--- src/design/cfge_queue.sv ---
// Small register-based FIFO used between front and back and at the output.
// Depends on nothing.
module cfge_queue #(
  parameter int W     = 8,
  parameter int DEPTH = 4
) (
  input  logic         clk,
  input  logic         rst,
  input  logic         wr,
  input  logic [W-1:0] wdata,
  output logic         full,
  input  logic         rd,
  output logic [W-1:0] rdata,
  output logic         empty
);
  localparam int PW = (DEPTH > 1) ? $clog2(DEPTH) : 1;
  localparam int CW = $clog2(DEPTH + 1);

  logic [W-1:0]  mem [DEPTH];
  logic [PW-1:0] wptr;
  logic [PW-1:0] rptr;
  logic [CW-1:0] count;
  logic          do_wr;
  logic          do_rd;

  assign full  = (count == CW'(DEPTH));
  assign empty = (count == '0);
  assign do_wr = wr && !full;
  assign do_rd = rd && !empty;
  assign rdata = mem[rptr];

  always_ff @(posedge clk) begin
    if (do_wr) begin
      mem[wptr] <= wdata;
    end
  end

  always_ff @(posedge clk) begin
    if (rst) begin
      wptr  <= '0;
      rptr  <= '0;
      count <= '0;
    end else begin
      if (do_wr) wptr <= (wptr == PW'(DEPTH - 1)) ? '0 : wptr + 1'b1;
      if (do_rd) rptr <= (rptr == PW'(DEPTH - 1)) ? '0 : rptr + 1'b1;
      if (do_wr && !do_rd) count <= count + 1'b1;
      else if (!do_wr && do_rd) count <= count - 1'b1;
    end
  end
endmodule

--- config.mk ---
export PLATFORM = sky130hd
export DESIGN_NAME = cfge_queue
export DESIGN_NICKNAME = d
export VERILOG_FILES = /design/src/design/cfge_queue.sv
export SDC_FILE = /design/constraint.sdc
export NUM_CORES = 1
export LEC_CHECK = 0
export ABC_AREA = 1
export BUFFER_PORTS_ARGS = -buffer_cell sky130_fd_sc_hd__buf_2
export CORE_ASPECT_RATIO = 0.7
export CORE_MARGIN = 10
export CORE_UTILIZATION = 45
export DETAILED_ROUTE_END_ITERATION = 8
export PLACE_DENSITY_LB_ADDON = 0.2
export SLEW_MARGIN = 20
export SYNTH_ARGS = -nofsm -noshare
export SYNTH_HDL_FRONTEND = slang
export SYNTH_SLANG_ARGS = --single-unit
--- constraint.sdc ---
create_clock -name clk -period 2.1 [get_ports clk]
set_clock_uncertainty 0.1 [all_clocks]
set_input_delay 0.315 -clock clk [delete_from_list [all_inputs] [get_ports clk]]
set_output_delay 0.315 -clock clk [all_outputs]
set_load 0.01 [all_outputs]
==> impl_results.md, run 1 <==
* DRT antenna net count at 0
* CP max FO at 4
* Area growth syn-to-layout at 16.74%
* Standard-cell row count at 18
* Post-CTS setup buffer count at 0
* Critical path startpoint category: flop
* Register area share after synthesis at 0.6726
* Die Y at 71.38 um
* YS warnings at 0
* Filler cells at 300
* Synth top area share at 0.5664
* Slew HR at 0.7441
* Register area at 1141 um2
* Drt drc at 0
* Largest net degree at the start of global routing at 17
* Multi-input gate area at 465.4 um2
* Final slew viol count at 0
* Worst setup EP type: flop
* Final period util at 0.9249
* Clk buf depth at 2
* Setup CP Type: reg -> reg
* DR vias at 1,108
* CTS tree: built
* Fin cells at 230
* Max-Cap Viols at 0
* Status: completed
* CTS Root Cell: clkbuf_8
* Syn Nets at 166
* Core region area at 3581 um2
* Yosys top cell by area: edfxtp_1
* Req. time, crit path at 2.19 ns
* Syn Std Cell Area at 1697 um2
* Vias in the first global route at 1,085
* Worst Path Arrival at 2.04 ns
* Post-DP HPWL at 2.284 mm
* Hold Buf Count CTS at 0
* Port-buffer cells at 21
* DIE AREA at 6666 um2
* RSZ-0062 raised after global routing: no
* Layout cell share with drive strength beyond 1 at 0.2167
* NumNets Final at 198
* CTS resizes at 0
* Clock sinks at 41
* Worst vdd ir at 580.8 uV
* DR pass1 iterations at 4
* IO Pins at 22
* Wire per inst at 13.90 um
* Vias per inst at 4.817
* Grt total ovfl at 0
* Slew @ Worst Pin at 0.3833 ns
* Post-synthesis instance total at 147
* FF+latch count, synth at 41
* Clk pin slew, worst setup/hold paths at 0.07 ns
* Minimum clock period at 1.942 ns
* Mapped Avg Cell Area at 11.54 um2
* Top cells by area, synth: edfxtp_1 57%, dfxtp_1 11%, nor2_1 7.3%
* Ant diodes at 0
* Initial antenna violation count at 0
* Placer Congestion at 0.8225
* H-tree depth at 2
* Final setup vio count at 0
* Iter 0 DRT Violations at 104
* Power Density at 1205 nW/um2
* Die Wd at 93.39 um
* Fin util at 0.5531
* First-pass GRT wire length at 5.147 mm
* Starting density of the core at 0.4738
* Post-route setup TNS at 0 ns
* # placed instances at 221
* Clk_lat worst skew at 0.29 ns
* Hold Fails Final Rpt at 0
* Num CTS Buffers at 5
* All-Layer GR Usage at 0.09941
* Leakage at 0.8080 nW
* Final wirelength at 3.198 mm
* Netlist cell types at 19
* Hold Crit Class: in -> reg
* Fmax at 514.8 MHz
==> sequential cells by signal (all words and copies together), names as in the netlist, named ones only <==
signal,count
rptr,2
count,3
wptr,2
mem,32
==> Yosys cell counts (all sizes together) <==
cell / instances
nand4: 1
nand3: 1
o22ai: 8
dfxtp: 9
xor2: 1
inv: 18
a21oi: 2
buf: 2
edfxtp: 32
nor2: 33
fa: 1
o21ai: 17
ha: 6
nand2: 14
nand3b: 2
==> worst max-delay path, stage by stage (launching register included) <==
cell and delay (ns):
dfxtp_1 0.34, nor2_1 0.16, nand2_1 0.14, nand2_1 0.16, ha_1 0.19, inv_1 0.06, fa_1 0.38, inv_1 0.07
nand2_1 0.06, nand3_1 0.06, nand2_1 0.05, inv_1 0.04, nor2_1 0.03
==> cells by family (layout without fill, tap and decap cells) <==
group | count (synthesis) | in the layout | synth area share
AND/OR/NAND/NOR | 51 | 51 | 0.1209
buffers and inverters | 20 | 53 | 0.05309
flip-flops | 41 | 41 | 0.6726
XOR/XNOR | 1 | 1 | 0.005163
adder cells (fa/ha/maj) | 7 | 7 | 0.05605
AO/OA/AOI/OAI | 27 | 27 | 0.09218
==> power by group <==
group	total (mW)	internal (mW)	leakage (nW)	switching, mW
clock	0.524	0.267	0.0445	0.257
sequential	1.10	1.01	0.368	0.0920
combinational	0.764	0.299	0.396	0.465
total	2.39	1.57	0.808	0.814
==> layout by cell type, fill, tap and decap left out <==
cell type	instances
clkinvlp_4	1
clkbuf_8	6
a21oi_1	2
fa_1	1
ha_1	6
o21ai_1	1
o21ai_2	3
inv_1	17
buf_4	6
o21ai_0	13
edfxtp_1	32
nand2_1	13
nand3_1	1
dfxtp_1	9
nand3b_1	2
inv_2	1
o22ai_1	8
xor2_1	1
clkbuf_1	1
buf_2	21
nand2_2	1
nor2_1	33
nand4_1	1
==> final timing paths <==
check / from / endpoint / slack (ns) / depth (start not counted)
worst max-delay path: count[1] / count[2] / 0.16 / 12
worst min-delay path: rst / count[0] / 0.09 / 2
worst max register to register: count[1] / count[2] / 0.16 / 12
worst min register to register: rptr[1] / rptr[1] / 0.42 / 2
==> per-layer routing <==
layer  part of all wire  vias to the layer above  global-route usage
met3              0.068                        7             0.04058
met4              0.014                        0             0.04096
li1                   -                      560                   -
met2               0.46                       27              0.1479
met5                  0                        -                   0
met1               0.45                      514              0.1250
==> through the flow <==
stage                     total power [mW]  hold WS (ns)  setup WS [ns]  area [um2]
after floorplan                      1.614        0.2874         0.3097        1697
after global placement               1.849        0.3927         0.2211        1879
after detailed placement             1.886        0.3963         0.1359        1879
after CTS                            2.406       0.08728         0.1250        1973
after global routing                 2.563       0.09605        0.01206        1981
final                                2.386       0.08965         0.1577        1981
==> layout make-up <==
type | instances | share of cell area
multi-input cells | 86 | 0.2350
inverters | 18 | 0.03411
clock buffers | 7 | 0.04359
flip-flops and latches | 41 | 0.5761
clock inverters | 1 | 0.003790
well taps | 50 | 0.03159
repair buffers | 27 | 0.07581
Power figures use the tool's default switching activity.
==> run 2, diff against run 1 <==
REMOVE_ABC_BUFFERS = 1   (was not set)
==> impl_results.md, run 2 (same netlist as run 1, synthesis figures left out) <==
* Req. time, crit path at 1.68 ns (-0.51 ns)
* Iter 0 DRT Violations at 27 (-74%)
* Cell Chain, Critical Path: buf_4, o21ai_0, o22ai_1, buf_2
* Vias in the first global route at 1,051 (-3.1%)
* Initial antenna violation count at 0 (unchanged)
* Filler cells at 302 (+0.67%)
* Largest stage delay, worst path at 0.54 ns (+0.16 ns)
* Minimum clock period at 1.951 ns (+0.008850 ns)
* DIE AREA at 6666 um2 (unchanged)
* Combinational fraction of design power at 0.301 (-0.019)
* Clk pin slew, worst setup/hold paths at 0.08 ns (about the same)
* DR WL met2 at 1.463 mm (-1.2%)
* Largest reg by FF count: mem
* Post-route setup TNS at 0 ns (unchanged)
* DR pass1 iterations at 4 (unchanged)
* Layout cell share with drive strength beyond 1 at 0.2458 (+0.02914)
* Sw power at 0.8490 mW (+4.2%)
* Post-CTS setup buffer count at 0 (unchanged)
* NumNets Final at 197 (-0.51%)
* Max-Cap Viols at 0 (unchanged)
* Overall Power at 2.582 mW (+8.2%)
* Pint at 1.733 mW (+10%)
* All-Layer GR Usage at 0.1012 (+0.001792)
* Port-buffer cells at 21 (unchanged)
* Drt drc at 0 (unchanged)
* Status: completed
* Slowest-stage cell, CP: dfxtp_1
* Fmax at 512.5 MHz (-0.45%)
* Reg power frac at 0.427 (-0.033)
* Standard-cell row count at 18 (unchanged)
* Fin util at 0.5639 (+0.01083)
* Critical path startpoint category: flop
* Hold Fails Final Rpt at 0 (unchanged)
* Hold Crit Class: in -> reg
* Starting density of the core at 0.4738 (unchanged)
* Setup CP Type: reg -> out
* Max Used Layer: met4
* Largest regs: mem (32), count (3)
* CTS tree: built
* Final slew viol count at 0 (unchanged)
* Post-DP HPWL at 2.266 mm (-0.78%)
* First-pass GRT wire length at 5.112 mm (-0.68%)
* Max FFs per register at 32 (unchanged)
* Vias per inst at 4.869 (+1.1%)
* Core region area at 3581 um2 (unchanged)
* Worst Path Arrival at 1.54 ns (-0.50 ns)
* Leakage at 0.8266 nW (+2.3%)
* CP max FO at 9 (+5)
* FF-to-FF path depth at 9 (-3)
* Worst vdd ir at 612.1 uV (+5.4%)
* Placer Congestion at 0.8149 (-0.92%)
* Worst Hold Depth at 2 (unchanged)
* Metal1 wirelength at 1.560 mm (+7.4%)
* CTS Root Cell: clkbuf_8
* Worst setup EP type: output port
* Clk buf depth at 2 (unchanged)
* Die Wd at 93.39 um (unchanged)
* Ant diodes at 0 (unchanged)
* RSZ-0062 raised after global routing: no
* DR vias at 1,115 (+0.63%)
* Die Y at 71.38 um (unchanged)
* Slew HR at 0.7560 (+0.01182)
* IO Pins at 22 (unchanged)
* Largest net degree at the start of global routing at 17 (unchanged)
* Power Density at 1279 nW/um2 (+6.2%)
* Clock sinks at 41 (unchanged)
* Final wirelength at 3.262 mm (+2.0%)
* Slew @ Worst Pin at 0.3656 ns (-0.01770 ns)
* DRT antenna net count at 0 (unchanged)
* Grt total ovfl at 0 (unchanged)
* Final period util at 0.9291 (+0.004214)
* Most frequent cells in the layout: 32 x nor2_1, 32 x edfxtp_1, 21 x buf_2
* DR WL met3 at 212 um (-2.3%)
* Num CTS Buffers at 5 (unchanged)
* Wire per inst at 14.24 um (+2.4%)
* Clock power frac at 0.271 (+0.051)
* Final setup vio count at 0 (unchanged)
* Switching Share at 0.3288 (-0.01257)
* Area growth syn-to-layout at 19.03%
* H-tree depth at 2 (unchanged)
* Clk_lat worst skew at 0.30 ns (about the same)
run 2: cell types whose count changed in the layout (fill, tap and decap cells not counted), sizes merged:
cell,before,now
buf,27,26
bufinv,0,1
clkbuf,7,6
clkinv,0,1
clkinvlp,1,0
run 2: critical path, delay by kind of cell, from the launching register on:
| family | cells | cell delay, ns |
|---|---|---|
| compound gates | 2 | 0.29 |
| flops | 1 | 0.54 |
| buf+inv | 2 | 0.40 |
run 2: power groups by stage:
| stage | clock network [mW] | logic [mW] | registers (mW) |
|---|---|---|---|
| finish | 0.700 | 0.778 | 1.10 |
| global route | 0.748 | 0.891 | 1.12 |
| CTS | 0.702 | 0.777 | 1.10 |
| detailed placement | 0 | 0.773 | 1.12 |
| global placement | 0 | 0.744 | 1.11 |
| floorplan | 0 | 0.486 | 1.10 |
run 2: per-layer routing:
| metal | up-vias | track usage |
|---|---|---|
| met5 | - | 0 |
| met4 | 0 | 0.03072 |
| met3 | 4 | 0.05307 |
| met2 | 22 | 0.1510 |
| met1 | 532 | 0.1239 |
| li1 | 557 | - |
run 2: cell type report:
cell class | instances | area (um2) | share of cell area
well taps | 50 | 62.56 | 0.03098
flip-flops and latches | 41 | 1142 | 0.5657
inverters | 18 | 67.56 | 0.03346
repair buffers | 26 | 142.6 | 0.07063
multi-input cells | 86 | 475.5 | 0.2354
clock buffers | 6 | 93.84 | 0.04647
clock inverters | 2 | 35.03 | 0.01735
run 2: worst paths after layout:
check / from / end / slack (ns)
worst min register to register: wptr[1] / wptr[1] / 0.44
worst min-delay path: rst / count[0] / 0.08
worst max-delay path: flop / rdata[4] / 0.15
worst max register to register: count[1] / count[1] / 0.17
run 2: metrics by stage:
step	setup WS [ns]	instance area [um2]	hold slack, ns	std cells
2_1_floorplan	0.3097	1674	0.2874	145
3_3_place_gp	0.2132	1879	0.3960	221
3_5_place_dp	0.1683	1879	0.4063	221
4_1_cts	0.1509	2008	0.09088	229
5_1_grt	0.02363	2019	0.08249	229
6_report	0.1488	2019	0.08490	229
run 2: what timing repair did:
action	CTS	global route
hold buffers	0	0
endpoints found under the setup margin	0	1
resized for setup	0	5
