===== config.mk =====
export PLATFORM = sky130hd
export DESIGN_NAME = cfge_front
export DESIGN_NICKNAME = d
export VERILOG_FILES = /design/src/design/cfge_pkg.sv /design/src/design/cfge_front.sv
export SDC_FILE = /design/constraint.sdc
export NUM_CORES = 1
export LEC_CHECK = 0
export BUFFER_PORTS_ARGS = -buffer_cell sky130_fd_sc_hd__buf_2
export CORE_AREA = 2 2 135 137
export DETAILED_ROUTE_END_ITERATION = 7
export DIE_AREA = 0 0 137 139
export PLACE_DENSITY = 0.74
export SETUP_SLACK_MARGIN = 0.02
export SLEW_MARGIN = 25
export SYNTH_ARGS = -nofsm -noshare
export SYNTH_HDL_FRONTEND = slang
export SYNTH_SLANG_ARGS = --single-unit
export TNS_END_PERCENT = 1

===== constraint.sdc =====
create_clock -name vclk -period 16.1
set_clock_uncertainty 0.2 [all_clocks]
set_input_delay 3.22 -clock vclk [all_inputs]
set_output_delay 3.22 -clock vclk [all_outputs]
set_load 0.05 [all_outputs]

===== src/design/cfge_pkg.sv =====
// Shared types, register codes and the quarter-sine table function
// for the clip fade/gain envelope block. No dependencies.
package cfge_pkg;

  // configuration register indexes
  localparam logic [2:0] REG_FADE_IN_LEN  = 3'd0;
  localparam logic [2:0] REG_FADE_OUT_LEN = 3'd1;
  localparam logic [2:0] REG_CLIP_LEN     = 3'd2;
  localparam logic [2:0] REG_CURVE_MODE   = 3'd3;
  localparam logic [2:0] REG_CLIP_GAIN    = 3'd4;
  localparam logic [2:0] REG_CLIP_MUTED   = 3'd5;

  localparam logic [19:0] GAIN_RESET = 20'd65536;
  localparam logic [19:0] UNITY_LO   = 20'd65471;
  localparam logic [19:0] UNITY_HI   = 20'd65601;
  localparam logic [16:0] ONE_Q16    = 17'd65536;

  // how a word is handled by the back end
  localparam logic [1:0] KIND_MUTE = 2'd0;
  localparam logic [1:0] KIND_PASS = 2'd1;
  localparam logic [1:0] KIND_CALC = 2'd2;

  typedef struct packed {
    logic [31:0] fade_in_len;
    logic [31:0] fade_out_len;
    logic [31:0] clip_len;
    logic        curve_mode;
    logic [19:0] clip_gain;
    logic        clip_muted;
  } cfg_t;

  // sin(k*pi/(2*2^aw)) in Q1.16, Q30 Taylor series through x^9
  function automatic logic [16:0] sine_q16(input int unsigned k, input int unsigned aw);
    logic [63:0] x;
    logic [63:0] x2;
    logic [63:0] term;
    logic signed [63:0] sum;
    logic [63:0] r;
    x    = (64'd1686629713 * 64'(k)) >> aw;
    x2   = (x * x) >> 30;
    sum  = $signed(x);
    term = ((x * x2) >> 30) / 64'd6;
    sum  = sum - $signed(term);
    term = ((term * x2) >> 30) / 64'd20;
    sum  = sum + $signed(term);
    term = ((term * x2) >> 30) / 64'd42;
    sum  = sum - $signed(term);
    term = ((term * x2) >> 30) / 64'd72;
    sum  = sum + $signed(term);
    if (sum < 0) sum = 64'sd0;
    r = ($unsigned(sum) + 64'd8192) >> 14;
    if (r > 64'd65536) r = 64'd65536;
    return r[16:0];
  endfunction

endpackage


===== src/design/cfge_front.sv =====
// Front end: classifies an incoming word (mute, bypass, fade) and forms
// the divider operands. Depends on cfge_pkg.
module cfge_front #(
  parameter int SAMPLE_BITS = 24,
  parameter int POS_BITS    = 32
) (
  input  cfge_pkg::cfg_t         cfg,
  input  logic [SAMPLE_BITS-1:0] sample,
  input  logic [POS_BITS-1:0]    clip_pos,
  output logic [SAMPLE_BITS+66:0] entry
);
  localparam int LW = ((POS_BITS > 32) ? POS_BITS : 32) + 1;

  logic [LW-1:0] pos_x;
  logic [LW-1:0] fi_x;
  logic [LW-1:0] fo_x;
  logic [LW-1:0] cl_x;
  logic [LW-1:0] rem_x;
  logic [31:0]   rem;
  logic          in_fi;
  logic          in_fo;
  logic          bypass;
  logic [1:0]    kind;
  logic          one;
  logic [31:0]   num;
  logic [31:0]   den;

  assign pos_x = LW'(clip_pos);
  assign fi_x  = LW'(cfg.fade_in_len);
  assign fo_x  = LW'(cfg.fade_out_len);
  assign cl_x  = LW'(cfg.clip_len);
  assign rem_x = (cl_x > pos_x) ? cl_x - pos_x : '0;
  assign rem   = rem_x[31:0];

  assign in_fi  = (cfg.fade_in_len != '0) && (pos_x < fi_x);
  assign in_fo  = (cfg.fade_out_len != '0) && (pos_x + fo_x >= cl_x);
  assign bypass = (cfg.fade_in_len == '0) && (cfg.fade_out_len == '0) &&
                  (cfg.clip_gain >= cfge_pkg::UNITY_LO) &&
                  (cfg.clip_gain <= cfge_pkg::UNITY_HI);

  always_comb begin
    kind = cfge_pkg::KIND_CALC;
    if (cfg.clip_muted) kind = cfge_pkg::KIND_MUTE;
    else if (bypass) kind = cfge_pkg::KIND_PASS;
    one = 1'b1;
    num = '0;
    den = cfg.fade_out_len;
    if (in_fi) begin
      // inside the fade-in the position is below a 32-bit length
      one = 1'b0;
      num = pos_x[31:0];
      den = cfg.fade_in_len;
    end else if (in_fo && (rem < cfg.fade_out_len)) begin
      // quotient below 1.0 only when the remainder is shorter than the fade
      one = 1'b0;
      num = rem;
    end
  end

  assign entry = {kind, sample, one, num, den};
endmodule


==> results.txt, run 1 <==
Clk_buf instances -> 0
Vias -> 8139
Buf/Inv on CP -> 6
Post-synthesis compound-gate area fraction -> 30.0%
Fin crit share -> 82.7%
Worst EP required -> 12680 ps
Leak -> 0.00447 µW
Worst slew margin -> 43.0%
Multi-input logic area -> 6040 µm²
Top Ports -> 265
Synth Area in XOR/XNOR -> 7.10%
GR Util All Layers -> 25.1%
DRC violations left -> 0
Postcts setup bufs -> 0
# fillers -> 1898
Fmax -> 0.0751 GHz
CTS Hold Buffers Added -> 0
Synth unique cells -> 60
Slew Viols, Final -> 0
First-pass GRT wire length -> 38.5 mm
Core ar. -> 17700 µm²
Die area -> 19000 µm²
Post-Place Cells -> 1447
ANT cells -> 0
Final nets -> 1554
Final hold violations -> 0
CP arrival -> 9890 ps
Fin cells -> 1447
Mean post-synth cell area -> 6.59 µm²
Flop pwr share -> 0%
Chip height -> 139 µm
Status -> finished, final reports clean
Final setup fails -> 0
Clock power frac -> 0%
Post-synth net total -> 1382
Slowest-stage cell, CP -> or4b_1
Synth Cell Area -> 6910 µm²
Sw frac -> 66.1%
Mapped Cells -> 1048
Startpoint types -> primary input
Top post-synthesis cells by count -> 159 x inv_1, 158 x ha_1, 118 x nand2_1
Layout area overhead -> 16.1%
Min cycle time layout -> 13310 ps
Pwr per Cell Area -> 54.2 nW/µm²
Main combinational cell family by area after synthesis -> compound AO/OA/AOI/OAI gates
Via density -> 5.62
Ordered list of cells on the worst path -> buf_2 > inv_1 > ha_1 > a21oi_1 > o2111ai_1 > or4b_2 > a21oi_1 > a211oi_1 > nor2_1 > buf_4 > nand2_1 > inv_1 > ha_1 > a21oi_1 > nor2_1 > a211oi_1 > o21ai_0 > a311oi_1 > and3_1 > or4b_1 > buf_4 > o41ai_1 > buf_2
Seq/Total Area, Yosys -> 0%
Worst min-delay path class -> primary input to primary output
P_int -> 147 µW
Maxcap violations -> 0
Crit-path most repeated cell -> a21oi_1
Simple-gate share of the synthesized area -> 20.9%
CP Capture Type -> primary output
FFs & Latches -> 0
Cells resized by post-CTS repair -> 0
Initial DRC Count -> 617
Total Power -> 435 µW
CP top delay family -> simple AND/OR/NAND/NOR gates
Share of layout cells above drive strength 1 -> 18.7%
Count leader, synth -> inv_1
Vias in the first global route -> 7496
Worst vdd ir -> 0.0306 mV
TritonRoute pass-1 iters -> 5
Logic pwr share -> 100.0%
Peak fanout along the critical path -> 13
Synth top area cells -> ha_1 29%, inv_1 8.6%, nand2_1 6.4%, o21ai_0 5.6%, a21oi_1 4.9%
Die X-Extent -> 137 µm
Post-Route WL -> 25.4 mm
Detail Placement HPWL -> 22.0 mm
Finished Core Util -> 45.5%
RD Place Congestion -> 0.958
Mux share of post-synthesis cell area -> 0.163%
Post-DRT Antenna Nets -> 0
IO buf count -> 216
Fin Setup TNS -> 0 ps
GRT Residual Overflow -> 0
Share of the synthesized area in the top cell type -> 28.6%
Synth Area in Adders -> 29.2%
Drt wl/cell -> 17.5 µm
Initial antenna violation count -> 0
Num rows -> 49
RSZ-0062 raised after global routing -> no
Initial Util -> 39.1%
Synth warn -> 0
Critical path class -> primary input to primary output
CP max stage delay -> 760 ps
Reg area -> 0 µm²
Worst-Margin Slew -> 855 ps
Psw -> 287 µW
Largest net degree at the start of global routing -> 92
Yosys top cell by area -> ha_1
cell families (layout without fill, tap and decap cells):
kind of cell / count (synthesis) / count (layout)
compound gates: 316 / 316
xor+xnor: 56 / 56
fa+ha+maj: 160 / 160
buf+inv: 208 / 378
mux: 1 / 1
simple gates: 307 / 307
routing by layer:
| layer | global-route usage, % | part of all wire, % |
|---|---|---|
| met5 | 0 | 0 |
| met3 | 1.83 | 6.6 |
| met2 | 42.1 | 46 |
| met4 | 6.29 | 2.8 |
| met1 | 34.4 | 45 |
path summary, 6_finish.rpt:
path                  depth (start not counted)   endpoint    startpoint
worst max-delay path                         23  entry[47]  clip_pos[17]
worst min-delay path                          0  entry[65]     sample[0]
final cells by class:
type               instances  area share, %
multi-input cells        840           75.2
well taps                229           3.57
repair buffers           219           13.8
inverters                159           7.44
layout by cell type, fill, tap and decap left out, types with 3 or more instances in the layout:
cell / Yosys / routed
a31oi_1: 6 / 6
nor4_1: 21 / 21
o21ai_1: 6 / 6
nand2b_1: 10 / 10
nand2_1: 118 / 118
a2111o_1: 3 / 3
a21o_1: 32 / 32
o31ai_1: 16 / 16
o21bai_1: 14 / 14
a221oi_1: 3 / 3
a32o_1: 3 / 3
a21oi_1: 68 / 68
or4_1: 3 / 3
nor2b_1: 7 / 7
o21ai_0: 78 / 78
a221o_1: 3 / 3
a211oi_1: 21 / 21
o31a_1: 5 / 5
buf_2: 2 / 216
a41oi_1: 3 / 3
o21a_1: 9 / 9
xnor2_1: 38 / 38
nand3_1: 17 / 17
ha_1: 158 / 158
nor2_1: 69 / 69
a22o_1: 7 / 7
a2111oi_0: 3 / 3
buf_4: 25 / 3
o41ai_1: 9 / 9
nor3_1: 9 / 9
a311oi_1: 3 / 3
o211ai_1: 9 / 9
and2_1: 9 / 9
nand4_1: 29 / 29
and3_1: 7 / 6
inv_1: 159 / 159
xor2_1: 18 / 18
per-stage QoR:
stage	setup WS (ps)	area (µm²)	hold slack (ps)
floorplan	3720	6910	6410
global placement	2990	8030	6240
detailed placement	2950	8030	6240
CTS	2930	8030	6240
global route	2530	8030	6240
finish	2790	8030	6240
power groups by stage:
stage / clock (µW) / combinational, µW / sequential, µW
final: 0 / 435 / 0
after detailed placement: 0 / 428 / 0
after global routing: 0 / 476 / 0
after global placement: 0 / 424 / 0
after floorplan: 0 / 327 / 0
after CTS: 0 / 430 / 0
No activity file was read; power rests on OpenSTA's default activity.
==> run 2: changes to the inputs <==
clock period = 13.9 ns   (was 16.1 ns; I/O delays follow)
==> run 2 against run 1 <==
Cell area about the same. Total power up 16%. Critical path depth up 2. Critical path type unchanged. Clock-buffer cell count unchanged. Cell count about the same. First-iteration DRC count up 18%. Die area unchanged. Flip-flop and latch count unchanged. Sequential share of layout area unchanged.
==> results.txt, run 2 (synthesized netlist as in run 1, its figures left out) <==
Status -> finished, final reports clean
Dpl ws -> 1630 ps
Commonest non-fill, non-tap cells in the layout -> 216 x buf_2, 159 x inv_1, 158 x ha_1
Via density -> 5.68
CP max stage delay -> 660 ps
Slowest-stage cell, CP -> nor4_1
Share of layout cells above drive strength 1 -> 18.7%
Detail Placement HPWL -> 22.2 mm
TritonRoute pass-1 iters -> 5
IO buf count -> 216
RSZ-0062 raised after global routing -> no
Num rows -> 49
Worst min-delay path class -> primary input to primary output
DRC violations left -> 0
Worst-Margin Slew -> 859 ps
Fin Setup TNS -> 0 ps
Top Ports -> 265
Final hold violations -> 0
Maxcap violations -> 0
First-pass GRT wire length -> 39.2 mm
Initial Util -> 39.1%
Worst slew margin -> 42.8%
Worst hold start -> sample[0]
Worst hold endpoint -> entry[65]
CTS Hold Buffers Added -> 0
Worst vdd ir -> 0.0397 mV
Initial antenna violation count -> 0
CP Capture Type -> primary output
Die area -> 19000 µm²
FFs & Latches -> 0
Final setup fails -> 0
Fmax -> 0.0810 GHz
CP arrival -> 9370 ps
RD Place Congestion -> 1.01
Fin crit share -> 88.9%
Chip height -> 139 µm
Postcts setup bufs -> 0
Layout area overhead -> 16.2%
Slew Viols, Final -> 0
Die X-Extent -> 137 µm
CP top delay family -> simple AND/OR/NAND/NOR gates
Post-DRT Antenna Nets -> 0
Critical path class -> primary input to primary output
Total Power -> 505 µW
Cells resized by post-CTS repair -> 0
GRT Residual Overflow -> 0
Largest net degree at the start of global routing -> 93
Pwr per Cell Area -> 62.9 nW/µm²
Worst EP required -> 10920 ps
Vias in the first global route -> 7637
WHS -> 5360 ps
Initial DRC Count -> 729
Buf/Inv on CP -> 5
Reg area -> 0 µm²
Post-Route WL -> 25.5 mm
Finished Core Util -> 45.5%
Final nets -> 1554
Vias -> 8227
Most common cell after layout, fill and taps aside -> buf_2
Worst hold stages -> 0
Min cycle time layout -> 12350 ps
Drt wl/cell -> 17.6 µm
Startpoint types -> primary input
Leak -> 0.00447 µW
Peak fanout along the critical path -> 21
Worst setup margin -> 1550 ps
Crit-path most repeated cell -> nor2_1
GR Util All Layers -> 25.6%
Clk_buf instances -> 0
Core ar. -> 17700 µm²
## run 2: cell types whose count changed in the layout (fill, tap and decap cells not counted)
cell     change
diode_2      +1
## run 2: power breakdown
| part | total (µW) | internal [µW] | switching, µW | leakage, µW |
|---|---|---|---|---|
| Clock | 0.00000970 | 0.00000969 | 0 | 0.00000000634 |
| Sequential | 0 | 0 | 0 | 0 |
| Combinational | 505 | 170 | 334 | 0.00447 |
| Total | 505 | 170 | 334 | 0.00447 |
## run 2: through the flow
stage	std cells	cell area, µm²
2_1_floorplan	1048	6910
3_3_place_gp	1447	8030
3_5_place_dp	1447	8030
4_1_cts	1447	8030
5_1_grt	1447	8030
6_report	1448	8030
## run 2: layout make-up
type / count / area [µm²]
Tap cell: 229 / 287
Multi-Input combinational cell: 840 / 6040
Antenna cell: 1 / 2.50
Timing Repair Buffer: 219 / 1100
Fill cell: 1877 / 9630
Inverter: 159 / 597
## run 2: worst max path at each step
stage                            from   endpoint  slack, ps  cells after the start
final                         cfg[22]  entry[63]       1550                     25
after floorplan           clip_pos[1]  entry[47]       2400                     23
after global routing          cfg[22]  entry[63]       1150                     25
after CTS                     cfg[22]  entry[63]       1610                     23
after detailed placement      cfg[22]  entry[63]       1630                     23
after global placement        cfg[22]  entry[63]       1660                     23
## run 2: per-layer routing
metal  vias to the layer above  track usage [%]  wire length [µm]
li1                       4082                -                 -
met4                         0             6.95               797
met5                         -                0                 0
met2                       356             42.3             11800
met3                        60             2.45              2070
met1                      3729             35.1             10900
